[src/hdl/sedd_pkg.sv]
// Shared types and constants for the source entropy flood detector.
package sedd_pkg;

  // Field widths of the item and result formats.
  localparam int ADDR_W    = 32;
  localparam int THRESH_W  = 20;
  localparam int MINF_W    = 13;
  localparam int ENT_W     = 20;
  localparam int CONF_W    = 17;
  localparam int TOTAL_W   = 13;
  localparam int DIST_W    = 11;

  // Search lanes: table entries compared per cycle.
  localparam int LANES     = 16;
  localparam int LANE_W    = 4;

  // Log unit: fraction bits before rounding and result width.
  localparam int FRAC_BITS = 17;
  localparam int LOG_W     = 21;
  localparam int EXP_W     = 5;

  // Configuration register reset values.
  localparam logic [THRESH_W-1:0] THRESH_RST = 20'd98304;
  localparam logic [MINF_W-1:0]   MINF_RST   = 13'd10;

  // Register indexes on the configuration port.
  localparam logic REG_THRESH = 1'b0;
  localparam logic REG_MINF   = 1'b1;

  typedef struct packed {
    logic [ADDR_W-1:0] src_addr;
    logic              last_flow;
  } sedd_in_t;

  typedef struct packed {
    logic               alert;
    logic [ADDR_W-1:0]  top_source;
    logic [ENT_W-1:0]   entropy_value;
    logic [CONF_W-1:0]  confidence;
    logic [TOTAL_W-1:0] flow_total;
    logic [DIST_W-1:0]  distinct_sources;
  } sedd_out_t;

  // Head of the item queue as seen by the back end.
  typedef struct packed {
    logic     valid;
    sedd_in_t item;
  } sedd_head_t;

endpackage

[src/hdl/sedd_front.sv]
// Front end: accepts flow items into a two-entry queue.
module sedd_front
  import sedd_pkg::*;
(
  input  logic       clk,
  input  logic       rst,
  input  logic       start,
  input  sedd_in_t   flow,
  output logic       busy,
  input  logic       pop,
  output sedd_head_t head
);

  sedd_in_t   q [2];
  logic       rd_ptr, wr_ptr;
  logic [1:0] fill;
  logic       push;

  assign busy = (fill == 2'd2);
  assign push = start && !busy;
  assign head.valid = (fill != 2'd0);
  assign head.item  = q[rd_ptr];

  // Queue storage and pointers.
  always_ff @(posedge clk) begin
    if (push) begin
      q[wr_ptr] <= flow;
    end
    if (rst) begin
      rd_ptr <= 1'b0;
      wr_ptr <= 1'b0;
      fill   <= '0;
    end else begin
      if (push) begin
        wr_ptr <= !wr_ptr;
      end
      if (pop) begin
        rd_ptr <= !rd_ptr;
      end
      fill <= fill + 2'(push) - 2'(pop);
    end
  end

endmodule

[config.mk]
export PLATFORM = sky130hd
export DESIGN_NAME = sedd_front
export DESIGN_NICKNAME = d
export VERILOG_FILES = /design/src/hdl/sedd_pkg.sv /design/src/hdl/sedd_front.sv
export SDC_FILE = /design/constraint.sdc
export NUM_CORES = 1
export LEC_CHECK = 0
export BUFFER_PORTS_ARGS = -buffer_cell sky130_fd_sc_hd__buf_2
export CAP_MARGIN = 20
export CORE_MARGIN = 2
export CORE_UTILIZATION = 51
export DETAILED_ROUTE_END_ITERATION = 6
export PLACE_DENSITY = 0.89
export SLEW_MARGIN = 10
export SYNTH_ARGS = -nofsm -noshare
export SYNTH_HDL_FRONTEND = slang
export SYNTH_SLANG_ARGS = --single-unit
[constraint.sdc]
create_clock -name clk -period 2.67 [get_ports clk]
set_input_delay 0.267 -clock clk [delete_from_list [all_inputs] [get_ports clk]]
set_output_delay 0.267 -clock clk [all_outputs]
set_load 0.02 [all_outputs]
==> results of run 1 <==
## state kept, by name, indices dropped and copies added (netlist names), named ones only
name	cells
fill	2
q	66
rd_ptr	1
wr_ptr	1
## layer usage
metal / vias up / global-route usage, % / routed length (um) / share of wire, %
li1: 649 / - / - / -
met1: 618 / 15.2 / 1580 / 39
met2: 53 / 23.5 / 1990 / 50
met3: 12 / 6.88 / 306 / 7.6
met4: 0 / 10.5 / 129 / 3.2
met5: - / 0 / 0 / 0
## final cells by class
type / instances / share of cell area (%)
clock inverter: 3 / 1.98
tap: 70 / 2.66
sequential: 71 / 63.3
timing repair buffer: 73 / 12.0
inverter: 4 / 0.457
multi-input combinational: 49 / 14.7
clock buffer: 13 / 4.83
## cell usage after synthesis
master | number | area [um2]
inv_1 | 3 | 11.3
or2_2 | 1 | 6.26
edfxtp_1 | 66 | 1980
and3_2 | 1 | 7.51
mux2_2 | 33 | 372
ha_1 | 2 | 25.0
nor2_1 | 3 | 11.3
nand2_1 | 1 | 3.75
xnor2_1 | 2 | 17.5
nor2b_1 | 1 | 6.26
or3_1 | 1 | 6.26
nand2b_2 | 1 | 8.76
dfxtp_1 | 5 | 100
inv_2 | 1 | 3.75
xor2_1 | 1 | 8.76
o21ai_0 | 1 | 5.00
buf_6 | 3 | 33.8
buf_2 | 1 | 5.00
a21oi_1 | 1 | 5.00
## cell families after synthesis
kind of cell,Yosys count,synth area share (%)
mux,33,14.2
buf+inv,8,2.05
fa+ha+maj,2,0.955
xor+xnor,3,1.00
simple gates,9,1.91
compound gates,2,0.382
flops,71,79.5
## stage by stage
| stage | instance area [um2] | hold slack [ns] | std cells |
|---|---|---|---|
| after floorplan | 2620 | 0.336 | 128 |
| after global placement | 3060 | 0.455 | 267 |
| after detailed placement | 3060 | 0.458 | 267 |
| after CTS | 3290 | 0.0972 | 283 |
| after global routing | 3290 | 0.0991 | 283 |
| final | 3290 | 0.120 | 283 |
## where the power goes
part	leakage, nW	switching [W]	internal [W]
clock	0.114	0.000350	0.000576
combinational	0.501	0.000326	0.000226
sequential	0.657	0.0000456	0.00139
total	1.27	0.000722	0.00219
## critical path, stage by stage, from the launching register on
cell     delay, ns
dfxtp_1       0.71
buf_12        0.25
mux2_2        0.37
buf_2         0.16
## path summary, 6_finish.rpt
kind | start | end | slack (ns)
setup / recovery | register | head[0] | 0.58
hold / removal | flow[27] | q[0][27] | 0.12
setup reg to reg | fill[0] | q[0][24] | 0.86
hold reg to reg | wr_ptr | wr_ptr | 0.50
==> impl_results.md, run 1 <==
* Status: finished clean
* Hold Path Depth at 1
* All-Layer GR Usage at 14.7%
* Synth Warn # at 0
* Worst min path class: in -> reg
* Via/cell ratio at 4.71
* Total power at 0.00292 W
* Core area at 5040 um2
* Worst setup margin at 0.585 ns
* # port buffers at 71
* Area Growth Syn to Fin at 25.5%
* CTS buffer count at 9
* I/O pins at 72
* Synth Area per Inst at 20.5 um2
* CP startpoint kind: register
* Critical path class: reg -> out
* Max Freq at 0.480 GHz
* First-pass GRT wire length at 5720 um
* FF/Latch Area at 2080 um2
* Grt ovf at 0
* Final Max Tran Viols at 0
* # diodes at 0
* Post CTS Setup Buffer Count at 0
* CTS tree: yes
* Die X-Extent at 75.7 um
* #FFs+latches synth at 71
* Synth Instances at 128
* Crit. End Element: primary output
* Starting Density at 51.9%
* PwrDens at 887 nW/um2
* CTS HTree Levels at 3
* Fin. Hold Viols at 0
* Clk buf depth at 2
* # hold bufs at CTS at 0
* Clock skew at 0.00671 ns
* CP required at 2.40 ns
* CTS Sinks at 71
* Rows at 26
* Die area at 5720 um2
* Arrival @ worst endpoint at 1.82 ns
* Clk Latency, worst-skew pair at 0.33 ns
* Least-Margin Pin Slew at 0.778 ns
* Critical path fanouts, max at 21
* Minimum clock period after layout at 2.09 ns
* Root Driver: clkbuf_8
* Place WS at 0.854 ns
* Initial drt markers at 64
* Rel. slew slack at 48.1%
* R2R depth at 5
* Commonest non-fill, non-tap cell in the layout: buf_2
* Antenna-violating nets left at 0
* Ratio of cells with drive above 1 in the final layout at 58.2%
* Commonest non-fill, non-tap cells in the layout: buf_2 (71), edfxtp_1 (66), mux2_2 (33)
* Routability Congestion at 0.752
* DRC violations left at 0
* Post-layout util at 65.2%
* Total leakage power at 1.27 nW
* Unrepaired setup endpoints after global routing: false
* Final Cycle Share at 78.1%
* Die Y-Extent at 75.7 um
* Distinct cells, synth at 19
* Aggregate routed wire length at 4010 um
* Vias in the first global route at 1,336
* WL/cell at 14.2 um
* Nets at 247
* Vias post-DR at 1,332
* Setup Viol. Count Final at 0
* Max cap viols at 0
* Clock-pin slew on the worst setup and hold paths at 0.07 ns
* DRT Pass-1 Iters at 4
* Seq/Total Area, Yosys at 79.5%
* Post-DP HPWL at 2680 um
* Post-Syn Area at 2620 um2
* Cts repair resizes at 0
* Largest net degree at the start of global routing at 34
* Worst vdd ir at 0.631 mV
* TNS Setup at 0 ns
* Area of the multi-input gates at 483 um2
* Post-Syn Nets at 167
* Initial antenna violation count at 0
* Filler cells at 346
Note: power is estimated with default switching activity, not from simulation.
==> run 2: changes to the inputs <==
- CORE_UTILIZATION: 51 -> 46
- PLACE_DENSITY: 0.89 -> 0.85
- clock period: 2.67 -> 1.8 ns (I/O delays scaled with it)
==> run 2 against run 1 <==
Against the previous run:
- design area down 0.53%
- global-route usage down 0.27 points
- critical path type unchanged
- largest cell class unchanged
- combinational power up 54%
- critical path depth unchanged
- sequential share of layout area up 0.34 points
- wire length up 5.6%
==> impl_results.md, run 2 (synthesized netlist as in run 1, its figures left out) <==
* Status: finished clean
* PwrDens at 1260 nW/um2
* CTS HTree Levels at 3
* Net switching power at 0.00109 W
* CP delay by family, top: buffers and inverters
* Worst vdd ir at 1.03 mV
* Starting Density at 47.6%
* Die X-Extent at 79.5 um
* Slowest cell on crit path: mux2_2
* Total leakage power at 1.25 nW
* Initial drt markers at 79
* Clock-pin slew on the worst setup and hold paths at 0.07 ns
* CTS buffer count at 9
* Post CTS Setup Buffer Count at 0
* Worst reg2reg startpoint: fill[0]
* Max reg flops at 66
* R2R Setup Slk at 0.28 ns
* Reg2reg end: q[0][5]
* Fin. Hold Viols at 0
* Via/cell ratio at 4.79
* Max cap viols at 0
* Largest reg by FF count: q
* Final Cycle Share at 90.0%
* Int Power at 0.00304 W
* Sw frac at 26.4%
* Post-route insts no fill at 286
* Critical Path Stages at 3
* Worst min path class: in -> reg
* Design Area, Final at 3270 um2
* Buf+Inv Stages, Crit Path at 2
* Post-Place Cell Area at 3090 um2
* Gate power share at 20.6%
* Clk pwr share at 28.0%
* TNS Setup at 0 ns
* Crit path largest cell delay at 0.37 ns
* Arrival @ worst endpoint at 1.44 ns
* Grt ovf at 0
* # hold bufs at CTS at 0
* Initial antenna violation count at 0
* Crit path capture: head[6]
* Top Registers: q (66), fill (2)
* Clk buf depth at 2
* # port buffers at 71
* CP startpoint kind: register
* Largest net degree at the start of global routing at 34
* Cts repair resizes at 0
* Critical path fanouts, max at 33
* Unrepaired setup endpoints after global routing: false
* Rel. slew slack at 87.1%
* FF/Latch Area at 2080 um2
* Die Y-Extent at 79.5 um
* Antenna-violating nets left at 0
* Clock skew at 0.00551 ns
* Commonest non-fill, non-tap cell in the layout: buf_2
* Vias in the first global route at 1,432
* Aggregate routed wire length at 4240 um
* # diodes at 0
* DRC violations left at 0
* Area of the multi-input gates at 483 um2
* Post-Place Cells at 270
* Minimum clock period after layout at 1.62 ns
* Core area at 5510 um2
* Post-DP HPWL at 2780 um
* R2R depth at 5
* I/O pins at 72
* Ratio of cells with drive above 1 in the final layout at 58.4%
* Vias post-DR at 1,369
* Sequential share of power at 51.4%
* DRT Pass-1 Iters at 4
* CTS tree: yes
* Die area at 6310 um2
* Final Max Tran Viols at 0
* Area Growth Syn to Fin at 24.8%
* Root Driver: clkbuf_8
* WL/cell at 14.8 um
* Setup Viol. Count Final at 0
* Crit. End Element: primary output
* Cell Chain, Critical Path: buf_12, mux2_2, buf_2
* All-Layer GR Usage at 14.4%
* Rows at 27
* Least-Margin Pin Slew at 0.193 ns
* Max Freq at 0.617 GHz
* CP required at 1.62 ns
* Nets at 248
* Critical path class: reg -> out
* First-pass GRT wire length at 6510 um
* Routability Congestion at 0.705
* Filler cells at 431
* CTS Sinks at 71
* Commonest non-fill, non-tap cells in the layout: buf_2 (71), edfxtp_1 (66), mux2_2 (33)
* Clk Latency, worst-skew pair at 0.33 ns
## run 2: power by group through the flow
stage / clock network (W) / logic [W] / registers [W]
2_1_floorplan: 0 / 0.000575 / 0.00214
6_report: 0.00115 / 0.000852 / 0.00212
4_1_cts: 0.00119 / 0.000868 / 0.00213
5_1_grt: 0.00125 / 0.000921 / 0.00214
3_3_place_gp: 0 / 0.000848 / 0.00214
3_5_place_dp: 0 / 0.000862 / 0.00216
## run 2: worst min-delay path by stage
stage	slack, ns	from	cells past startpoint	to
finish	0.04	flow[27]	1	q[1][27]
global route	0.02	flow[20]	1	q[1][20]
CTS	0.02	flow[27]	1	q[0][27]
floorplan	0.25	rst	1	wr_ptr
detailed placement	0.37	flow[22]	1	q[0][22]
global placement	0.37	flow[28]	1	q[0][28]
## run 2: cell type report
cell class,count,area share [%]
clock buffer,11,4.02
clock inverter,5,1.49
inverter,4,0.574
sequential,71,63.7
multi-input combinational,49,14.8
timing repair buffer,74,12.7
tap,72,2.76
## run 2: per-layer routing
layer / share of wire [%] / track usage (%) / wire, um
met5: 0 / 0 / 0
met4: 2.5 / 8.79 / 108
met3: 5.3 / 4.07 / 224
met2: 54 / 25.0 / 2290
met1: 38 / 15.6 / 1610
## run 2: per-stage QoR
stage,utilization [%],hold slack (ns),total power [W],setup WS [ns]
floorplan,-,0.249,0.00271,0.174
global placement,56.1,0.369,0.00299,0.328
detailed placement,56.1,0.371,0.00302,0.282
CTS,59.4,0.0201,0.00418,0.147
global route,59.4,0.0195,0.00432,0.126
finish,59.4,0.0376,0.00413,0.180
==> run 3: changes to the inputs <==
- ABC_AREA: not set -> 1
- CORE_UTILIZATION: 46 -> 47
- CTS_CLUSTER_DIAMETER: not set -> 50
- PLACE_DENSITY: 0.85 -> 0.86
==> run 3 against run 2 <==
Against the previous run:
- clock skew rose by 0.0020 ns
- first-iteration DRC count fell by 10%
- cell count rose by 3.5%
- highest routed layer unchanged
- largest power group unchanged
- synthesized cell count rose by 6.3%
- via count up 3.3%
==> impl_results.md, run 3 <==
* Die X-Extent at 80.8 um
* TNS Setup at 0 ns
* Crit path capture: head[1]
* Worst min path class: in -> reg
* Initial drt markers at 71
* Clk Latency, worst-skew pair at 0.33 ns
* Total leakage power at 1.39 nW
* Initial antenna violation count at 0
* Gate power share at 17.5%
* First-pass GRT wire length at 6730 um
* Starting Density at 49.4%
* Clk pwr share at 30.5%
* Vias in the first global route at 1,436
* Synth Instances at 136
* Int Power at 0.00289 W
* Mux cell area share after synthesis at 17.5%
* Number of enable flip-flop cells after synthesis at 66
* Rel. slew slack at 82.8%
* DRC violations left at 0
* R2R depth at 10
* Critical path fanouts, max at 33
* Met2 GRT Util at 24.0%
* GRT Max-Usage Layer: met2
* Critical path class: reg -> out
* Commonest non-fill, non-tap cells in the layout: buf_2 (71), edfxtp_1 (66), mux2_4 (30)
* Fin. Hold Viols at 0
* Post-Place Cell Area at 3200 um2
* All-Layer GR Usage at 14.4%
* Crit. End Element: primary output
* DRT Pass-1 Iters at 4
* Top Registers: q (66), fill (2)
* Net switching power at 0.000972 W
* Via/cell ratio at 4.78
* CTS Sinks at 71
* Main combinational cell family by area after synthesis: multiplexers
* Synth Area per Inst at 20.4 um2
* Worst reg2reg startpoint: fill[0]
* Ranking of synthesized cells by area: edfxtp_1 (72%), mux2_4 (16%), dfxtp_1 (3.6%)
* Final Max Tran Viols at 0
* I/O pins at 72
* CP required at 1.62 ns
* Count leader, synth: edfxtp_1
* Top_reg_cell synth: edfxtp_1
* # port buffers at 71
* Filler cells at 448
* R2R Setup Slk at 0.20 ns
* Aggregate routed wire length at 4400 um
* Post CTS Setup Buffer Count at 0
* Seq/Total Area, Yosys at 75.2%
* Adder-Cell Fraction of Synth Area at 0.903%
* Minimum clock period after layout at 1.64 ns
* Post-layout util at 60.5%
* #FFs+latches synth at 71
* Distinct cells, synth at 13
* Reg2reg end: fill[1]
* Synth area leader: edfxtp_1
* Area Growth Syn to Fin at 22.4%
* Synth Warn # at 0
* CTS buffer count at 9
* Setup Viol. Count Final at 0
* Cts repair resizes at 0
* Max reg flops at 66
* # diodes at 0
* Rows at 27
* Antenna-violating nets left at 0
* Root Driver: clkbuf_8
* Design Area, Final at 3390 um2
* Clk buf depth at 2
* Worst vdd ir at 0.604 mV
* Core area at 5610 um2
* Arrival @ worst endpoint at 1.46 ns
* Grt ovf at 0
* Ratio of cells with drive above 1 in the final layout at 56.3%
* Synth Area in XOR/XNOR at 0.316%
* Status: finished clean
* Cell Chain, Critical Path: buf_12, mux2_2, buf_2
* Met1 Resource Use GR at 17.2%
* Most frequent cells after synthesis: edfxtp_1 (66), mux2_4 (30), inv_1 (8)
* Post-Synth Simple-Gate Area at 2.12%
* Slowest cell on crit path: mux2_2
* Hold Path Depth at 1
* Largest reg by FF count: q
* FFs w/ async S/R, synth at 0%
* Sw frac at 25.2%
* Clock skew at 0.00748 ns
* CP startpoint kind: register
* WL/cell at 14.9 um
* Post-route insts no fill at 296
* Final Cycle Share at 90.9%
* Compound-Gate Fraction of Synth Area at 0.361%
* Post-DP HPWL at 2990 um
* Nets at 258
* Commonest non-fill, non-tap cell in the layout: buf_2
* Max Freq at 0.611 GHz
* Least-Margin Pin Slew at 0.258 ns
* CTS tree: yes
* Clock-pin slew on the worst setup and hold paths at 0.08 ns
* Post-Place Cells at 280
* Post-Syn Area at 2770 um2
* PwrDens at 1140 nW/um2
* Die Y-Extent at 80.8 um
* # hold bufs at CTS at 0
* Met3 Usage GRT at 4.11%
* Sequential share of power at 52.0%
* Routability Congestion at 0.663
* Die area at 6520 um2
* Post-Syn Nets at 175
* Post-synth top area share at 71.5%
* Crit path largest cell delay at 0.37 ns
* Unrepaired setup endpoints after global routing: false
* CTS HTree Levels at 3
* Max cap viols at 0
* Largest net degree at the start of global routing at 34
* Vias post-DR at 1,414
run 3: cell count changes after synthesis, sizes merged:
cell    delta
a21oi      +1
or2        -1
o21ai      -1
inv        +4
nor2       +3
xor2       -1
or3        -1
nand2b     -1
nor2b      -1
nand3      +2
nand2      +6
xnor2      -1
and3       -1
run 3: layer usage:
metal	up-vias	routed length [um]
met4	0	59
met1	675	1730
met3	8	305
met5	-	0
met2	58	2300
li1	673	-
run 3: kinds of logic after synthesis:
group,Yosys count
DFF,71
buffers and inverters,12
and+or+nand+nor,15
adders and majority gates,2
muxes,33
xor gates and xnor gates,1
AOI/OAI and AO/OA,2
run 3: final cells by class:
class	count	area [um2]	share of cell area, %
sequential	71	2080	61.4
clock buffer	9	124	3.65
clock inverter	7	63.8	1.88
inverter	8	30.0	0.886
timing repair buffer	76	405	12.0
tap	72	90.1	2.66
multi-input combinational	53	594	17.5
run 3: worst max-delay path, delay by kind of cell, from the launching register on:
kind | cells | cell delay [ns]
flip-flops | 1 | 0.34
multiplexers | 1 | 0.37
buffers and inverters | 2 | 0.41
run 3: worst min-delay path by stage:
stage | from | end | slack, ns
floorplan | rst | fill[0] | 0.25
global placement | flow[20] | q[0][20] | 0.37
detailed placement | flow[29] | q[0][29] | 0.37
CTS | flow[29] | q[0][29] | 0.02
global route | flow[22] | q[0][22] | 0.02
finish | flow[14] | q[0][14] | 0.03
run 3: power by group through the flow:
stage | registers, W | logic (W) | clock network, W
after CTS | 0.00201 | 0.000686 | 0.00121
final | 0.00201 | 0.000675 | 0.00118
after global routing | 0.00202 | 0.000736 | 0.00127
after floorplan | 0.00204 | 0.000491 | 0
after detailed placement | 0.00205 | 0.000683 | 0
after global placement | 0.00204 | 0.000666 | 0
run 3: metrics by stage:
stage | hold slack (ns) | setup slack, ns | total power, W
after floorplan | 0.251 | 0.203 | 0.00253
final | 0.0336 | 0.164 | 0.00386
after CTS | 0.0210 | 0.132 | 0.00391
after detailed placement | 0.372 | 0.233 | 0.00273
after global placement | 0.368 | 0.357 | 0.00270
after global routing | 0.0234 | 0.0729 | 0.00402
